[src/rtl/dcfa_pkg.sv]
// ----------------------------------------------------------------------------
// dcfa_pkg
// Widths, limits, reset values and register indexes of the frame averager.
// ----------------------------------------------------------------------------
package dcfa_pkg;

	localparam int CHAN_W   = 4;
	localparam int SAMPLE_W = 12;
	localparam int SUM_W    = 24;
	localparam int VAL_W    = 20;
	localparam int WEIGHT_W = 17;
	localparam int CFG_IDX_W = 3;

	localparam logic [SUM_W-1:0]    SUM_MAX    = 24'hFFFFFF;
	localparam logic [VAL_W-1:0]    AVG_MAX    = 20'd1048320; // 4095.0 in 12.8
	localparam logic [WEIGHT_W-1:0] WEIGHT_ONE = 17'd65536;

	localparam logic [WEIGHT_W-1:0] WEIGHT_RST  = 17'd6554;
	localparam logic [CHAN_W-1:0]   ACT_CH_RST  = 4'd3;
	localparam logic [CHAN_W-1:0]   DES_CH_RST  = 4'd4;

	typedef enum logic [CFG_IDX_W-1:0] {
		CFG_WEIGHT      = 3'd0,
		CFG_ACT_CHANNEL = 3'd1,
		CFG_DES_CHANNEL = 3'd2,
		CFG_OVR_ENABLE  = 3'd3,
		CFG_OVR_LEVEL   = 3'd4
	} cfg_index_t;

	typedef logic [SUM_W-1:0] sum_t;
	typedef logic [VAL_W-1:0] val_t;

endpackage

[src/rtl/dcfa_blend.sv]
// ----------------------------------------------------------------------------
// dcfa_blend
// Frame average and one exponential moving average update, 12.8 fixed point.
// ----------------------------------------------------------------------------
module dcfa_blend
	import dcfa_pkg::*;
#(
	parameter int SAMPLES_PER_CHANNEL = 64
) (
	input  sum_t                 frame_sum,
	input  val_t                 old_value,
	input  logic [WEIGHT_W-1:0]  weight,
	output val_t                 new_value
);

	// The user must keep the sample count a power of two, which the block does not enforce; the divide is a shift.
	localparam int SHIFT = $clog2(SAMPLES_PER_CHANNEL);

	logic [SUM_W+7:0]           scaled;
	val_t                       avg;
	logic [WEIGHT_W-1:0]        w_eff;
	logic signed [VAL_W:0]      diff;
	logic signed [VAL_W+WEIGHT_W+1:0] prod;
	logic signed [VAL_W+WEIGHT_W+1:0] rounded;
	logic signed [VAL_W+2:0]    step;
	logic signed [VAL_W+2:0]    total;

	// old*(1-w) + avg*w == old + (avg-old)*w, so one signed multiply does it
	always_comb begin
		scaled  = {frame_sum, 8'd0} >> SHIFT;
		avg     = (scaled > (SUM_W+8)'(AVG_MAX)) ? AVG_MAX : scaled[VAL_W-1:0];
		w_eff   = (weight > WEIGHT_ONE) ? WEIGHT_ONE : weight;
		diff    = $signed({1'b0, avg}) - $signed({1'b0, old_value});
		prod    = diff * $signed({1'b0, w_eff});
		rounded = prod + (VAL_W+WEIGHT_W+2)'(32768);
		step    = $signed(rounded[VAL_W+WEIGHT_W+1:16]);
		total   = $signed({3'b000, old_value}) + step;
		new_value = total[VAL_W-1:0];
	end

endmodule

[src/rtl/dual_channel_frame_average_ema.sv]
// ----------------------------------------------------------------------------
// dual_channel_frame_average_ema
// Two-channel frame averager with exponential moving average smoothing.
// ----------------------------------------------------------------------------
// Takes one tagged converter sample per clock unless a closed frame waits on
// a stalled result. Samples on the actual channel (priority when both channel
// registers match) and on the desired channel are summed with saturation at
// 2^24-1; other channels are dropped. A sample with tlast set closes the
// frame: each sum is divided by SAMPLES_PER_CHANNEL (must be a power of two,
// 1 to 4096), clipped to 4095.0, blended into its smoothed value in 12.8
// fixed point, and both smoothed values come out as one result via the
// frame-total and output registers. The frame-end stage reads back the
// smoothed registers its multiplier feeds, so frames may be as short as one
// sample. The override forces the desired value and state to override_level.
// Register writes are taken every cycle and are meant for idle periods.
// ----------------------------------------------------------------------------
module dual_channel_frame_average_ema
	import dcfa_pkg::*;
#(
	parameter int SAMPLES_PER_CHANNEL = 64
) (
	input  logic                 clk,
	input  logic                 arst_n,
	input  logic                 s_axis_tvalid,
	output logic                 s_axis_tready,
	input  logic [15:0]          s_axis_tdata,  // [11:0] sample_value
	input  logic                 s_axis_tlast,
	input  logic [CHAN_W-1:0]    s_axis_tuser,  // [3:0] sample_channel
	output logic                 m_axis_tvalid,
	input  logic                 m_axis_tready,
	output logic [2*VAL_W-1:0]   m_axis_tdata,  // [19:0] actual_filtered, [39:20] desired_filtered
	input  logic                 cfg_valid,
	output logic                 cfg_ready,
	input  logic [CFG_IDX_W-1:0] cfg_index,
	input  logic [VAL_W-1:0]     cfg_data
);

	logic [WEIGHT_W-1:0] weight_q;
	logic [CHAN_W-1:0]   act_channel_q;
	logic [CHAN_W-1:0]   des_channel_q;
	logic                ovr_enable_q;
	val_t                ovr_level_q;

	sum_t act_sum_q, des_sum_q;
	sum_t act_sum_next, des_sum_next;
	logic valid_s1;
	sum_t act_total_s1, des_total_s1;
	val_t act_smooth_q, des_smooth_q;
	val_t act_blend, des_blend;
	logic out_valid_q;
	val_t act_out_q, des_out_q;

	logic in_take, out_free, adv_s1;
	logic act_hit, des_hit;
	logic [SAMPLE_W-1:0] sample;
	logic [SUM_W:0] act_add, des_add;

	assign cfg_ready = 1'b1;

	always_ff @(posedge clk or negedge arst_n) begin
		if (!arst_n) begin
			weight_q      <= WEIGHT_RST;
			act_channel_q <= ACT_CH_RST;
			des_channel_q <= DES_CH_RST;
			ovr_enable_q  <= 1'b0;
			ovr_level_q   <= '0;
		end else if (cfg_valid) begin
			unique case (cfg_index)
				CFG_WEIGHT:      weight_q      <= cfg_data[WEIGHT_W-1:0];
				CFG_ACT_CHANNEL: act_channel_q <= cfg_data[CHAN_W-1:0];
				CFG_DES_CHANNEL: des_channel_q <= cfg_data[CHAN_W-1:0];
				CFG_OVR_ENABLE:  ovr_enable_q  <= cfg_data[0];
				CFG_OVR_LEVEL:   ovr_level_q   <= cfg_data;
				default:         ;
			endcase
		end
	end

	assign out_free      = !out_valid_q || m_axis_tready;
	assign adv_s1        = valid_s1 && out_free;
	assign s_axis_tready = !valid_s1 || out_free;
	assign in_take       = s_axis_tvalid && s_axis_tready;

	// Accumulate the incoming sample, saturating
	always_comb begin
		sample  = s_axis_tdata[SAMPLE_W-1:0];
		act_hit = (s_axis_tuser == act_channel_q);
		des_hit = !act_hit && (s_axis_tuser == des_channel_q);
		act_add = {1'b0, act_sum_q} + (SUM_W+1)'(sample);
		des_add = {1'b0, des_sum_q} + (SUM_W+1)'(sample);
		act_sum_next = act_sum_q;
		des_sum_next = des_sum_q;
		if (act_hit) begin
			act_sum_next = act_add[SUM_W] ? SUM_MAX : act_add[SUM_W-1:0];
		end
		if (des_hit) begin
			des_sum_next = des_add[SUM_W] ? SUM_MAX : des_add[SUM_W-1:0];
		end
	end

	always_ff @(posedge clk or negedge arst_n) begin
		if (!arst_n) begin
			act_sum_q <= '0;
			des_sum_q <= '0;
			valid_s1  <= 1'b0;
		end else begin
			if (in_take) begin
				// clear the sums at frame end, hand the totals to the blend stage
				act_sum_q <= s_axis_tlast ? '0 : act_sum_next;
				des_sum_q <= s_axis_tlast ? '0 : des_sum_next;
			end
			if (in_take && s_axis_tlast) begin
				valid_s1 <= 1'b1;
			end else if (adv_s1) begin
				valid_s1 <= 1'b0;
			end
		end
	end

	always_ff @(posedge clk) begin
		if (in_take && s_axis_tlast) begin
			act_total_s1 <= act_sum_next;
			des_total_s1 <= des_sum_next;
		end
	end

	dcfa_blend #(
		.SAMPLES_PER_CHANNEL(SAMPLES_PER_CHANNEL)
	) u_blend_act (
		.frame_sum (act_total_s1),
		.old_value (act_smooth_q),
		.weight    (weight_q),
		.new_value (act_blend)
	);

	dcfa_blend #(
		.SAMPLES_PER_CHANNEL(SAMPLES_PER_CHANNEL)
	) u_blend_des (
		.frame_sum (des_total_s1),
		.old_value (des_smooth_q),
		.weight    (weight_q),
		.new_value (des_blend)
	);

	always_ff @(posedge clk or negedge arst_n) begin
		if (!arst_n) begin
			act_smooth_q <= '0;
			des_smooth_q <= '0;
			out_valid_q  <= 1'b0;
		end else begin
			if (adv_s1) begin
				act_smooth_q <= act_blend;
				des_smooth_q <= ovr_enable_q ? ovr_level_q : des_blend;
				out_valid_q  <= 1'b1;
			end else if (m_axis_tready) begin
				out_valid_q  <= 1'b0;
			end
		end
	end

	always_ff @(posedge clk) begin
		if (adv_s1) begin
			act_out_q <= act_blend;
			des_out_q <= ovr_enable_q ? ovr_level_q : des_blend;
		end
	end

	assign m_axis_tvalid = out_valid_q;
	assign m_axis_tdata  = {des_out_q, act_out_q};

endmodule

[config.mk]
export PLATFORM = sky130hd
export DESIGN_NAME = dual_channel_frame_average_ema
export DESIGN_NICKNAME = d
export VERILOG_FILES = /design/src/rtl/dcfa_pkg.sv /design/src/rtl/dcfa_blend.sv /design/src/rtl/dual_channel_frame_average_ema.sv
export SDC_FILE = /design/constraint.sdc
export NUM_CORES = 2
export LEC_CHECK = 0
export ABC_AREA = 0
export BUFFER_PORTS_ARGS = -buffer_cell sky130_fd_sc_hd__buf_4
export CAP_MARGIN = 20
export CORE_UTILIZATION = 45
export CTS_CLUSTER_DIAMETER = 60
export DETAILED_ROUTE_END_ITERATION = 16
export GPL_TIMING_DRIVEN = 0
export PLACE_DENSITY = 0.65
export SETUP_SLACK_MARGIN = 0.05
export SLEW_MARGIN = 15
export SYNTH_ARGS = -nofsm -noshare
export SYNTH_HDL_FRONTEND = slang
export SYNTH_SLANG_ARGS = --single-unit
[constraint.sdc]
create_clock -name clk -period 14.8 [get_ports clk]
set_input_delay 0.74 -clock clk [delete_from_list [all_inputs] [get_ports clk]]
set_output_delay 0.74 -clock clk [all_outputs]
set_load 0.05 [all_outputs]
==> results.json <==
{
  "fp.dieW_um": 293,
  "row_count": 106,
  "io_buffers": 86,
  "post_drt_wl_per_cell_um": 19.9,
  "h-tree-depth": 1,
  "startpoint_type": "register",
  "ys_async_sr_fraction": 0.607,
  "drive_above_1_share": 0.0575,
  "slowest_stage": "nor4_2",
  "synth_area_sq_um": 38200,
  "drtIter0Drc": 2038,
  "ys_warn_count": 0,
  "core-area_sq_um": 83800,
  "finalNetCount": 5330,
  "chipHeight_um": 293,
  "rsz0062_at_grt": "no",
  "avgSynthCellArea_sq_um": 9.16,
  "pin_count": 92,
  "globalRouteOverflowTotal": 0,
  "slew_viol_final": 0,
  "grt_pass1_vias": 30100,
  "clk_pin_slew_ps": 60,
  "slew_headroom": 0.182,
  "clkLatencyLatePin_ps": 580,
  "tns_ps": 0,
  "postSynthCellCount": 4164,
  "cp-end-kind": "register",
  "drc_errors": 0,
  "cts_sinks": 224,
  "track_usage": 0.260,
  "tightest_slew_ps": 1220,
  "root_buffer": "clkbuf_16",
  "nFillCells": 8022,
  "num_vias": 29100,
  "dp_hpwl_um": 89000,
  "synth-seq-area-share": 0.159,
  "dieArea_sq_um": 85900,
  "critPathKind": "register to register",
  "cts_tree": "yes",
  "antenna_left": 0,
  "viasPerCell": 5.35,
  "ys.flop_type": "dfrtp_1",
  "place_congestion": 0.970,
  "cts_hold_buf": 0,
  "finalHoldViolCount": 0,
  "start_util": 0.455,
  "dr.pass1.iters": 8,
  "cpPeakStageDelay_ps": 630,
  "arrival_ps": 14140,
  "yosysUniqueCellTypes": 81,
  "clockBufferDepth": 3,
  "synth_fp_nets": 5205,
  "holdCritPathClass": "primary input to async pin",
  "setup_viol": 0,
  "cp.required_ps": 15310,
  "grt_max_degree": 96,
  "fin_skew_ps": 22.8,
  "timing.fmax_mhz": 73.3,
  "worstPathMaxFanout": 10,
  "finalWirelength_um": 108000,
  "area_growth_pct": 8.35,
  "synth_edf_count": 88,
  "ys_ff_latch": 224,
  "period_share": 0.921,
  "outcome": "finished clean",
  "grt_pass1_wl_um": 171000,
  "antenna_found_initial": 4,
  "fin_crit_ps": 13630,
  "post_cts_buffers": 0,
  "cts_resized": 0,
  "cts_buffers": 27,
  "maxCapViolCount": 0,
  "reg2reg_slack_ps": 1170
}
routing by layer:
metal	part of all wire	routed length, um	up-vias	GRT usage
li1	-	-	13100	-
met1	0.40	43800	14600	0.342
met2	0.47	50400	1151	0.423
met3	0.078	8400	278	0.0393
met4	0.053	5700	0	0.120
met5	0	0	-	0
layout by cell type, fill, tap and decap left out, drive strengths merged, types with 29 or more instances in the layout:
cell type,count
o21ai,104
buf,98
a21oi,127
edfxtp,88
nand2b,29
xnor2,138
dfrtp,126
nand3,35
nor2,428
mux2,68
ha,318
and3,45
inv,899
fa,674
nand2,454
a21o,43
and2,78
clkbuf,173
xor2,58
Yosys cell counts (18+ instances only):
cell	n	area (sq um)
inv_1	890	3340
fa_1	674	13500
nand2_1	454	1700
nor2_1	428	1610
ha_1	318	3980
xnor2_1	137	1200
clkbuf_1	133	499
a21oi_1	126	631
dfrtp_1	126	3150
edfxtp_1	88	2640
and2_1	75	469
o21ai_0	73	365
mux2_2	68	766
xor2_1	58	508
and3_1	45	282
a21o_1	43	323
nand3_1	35	175
o21ai_1	30	150
nand2b_1	29	181
nor3_1	28	140
o21a_1	26	195
o22a_1	24	210
nor2b_1	23	144
nand4_1	22	138
a22o_1	21	184
o21bai_1	19	143
a211oi_1	18	135
kinds of logic (layout without fill, tap and decap cells):
family / after synthesis / count (layout) / share of synthesized area
flops: 224 / 224 / 0.159
simple gates: 1194 / 1194 / 0.138
other cells: 1 / 3 / 0.0000983
xor+xnor: 197 / 197 / 0.0458
mux: 71 / 71 / 0.0209
compound gates: 454 / 454 / 0.0773
fa+ha+maj: 992 / 992 / 0.458
buf+inv: 1031 / 1177 / 0.102
flip-flops by register name (all words and copies together), names as in the netlist, 24 cells and up:
register / cells
des_total_s1: 24
des_sum_q: 24
act_total_s1: 24
act_sum_q: 24
path summary, 6_finish.rpt:
check,start,to,depth (start not counted)
worst max-delay path,act_total_s1[19],act_smooth_q[19],48
worst max register to register,act_total_s1[19],act_smooth_q[19],48
worst min register to register,valid_s1,m_axis_tvalid,1
min in group clk,cfg_data[8],weight_q[8],2
worst min-delay path,arst_n,act_smooth_q[16],1
max in group asynchronous,arst_n,weight_q[3],2
final cells by class:
type / instances / area, sq um / area share
diodes: 2 / 5.00 / 0.000121
plain buffers: 137 / 522 / 0.0126
clock buffers: 38 / 737 / 0.0178
clock inverters: 12 / 181 / 0.00439
inverters: 894 / 3360 / 0.0812
multi-input cells: 2909 / 28300 / 0.685
flip-flops and latches: 224 / 6060 / 0.147
well taps: 1134 / 1420 / 0.0343
repair buffers: 96 / 761 / 0.0184
critical path: cells and delay by family, from the launching register on:
family          cells  cell delay [ps]
compound gates     19             4730
simple gates        9             2280
mux                 1              240
fa+ha+maj           9             3890
xor+xnor            4              980
flops               1              360
buf+inv             6             1070
metrics by stage:
stage	setup slack (ps)	util	cells	hold slack, ps	area, sq um
after floorplan	3190	-	4164	444	38200
after global routing	292	0.493	5444	91.1	41300
final	1170	0.493	5446	69.2	41300
after detailed placement	1030	0.482	5392	491	40400
after global placement	1120	0.480	5384	485	40200
after CTS	940	0.493	5442	65.3	41300
Power is left out: the tool's default activity adds up to more than one toggle a clock period on the data nets, which glitch-free logic cannot reach.
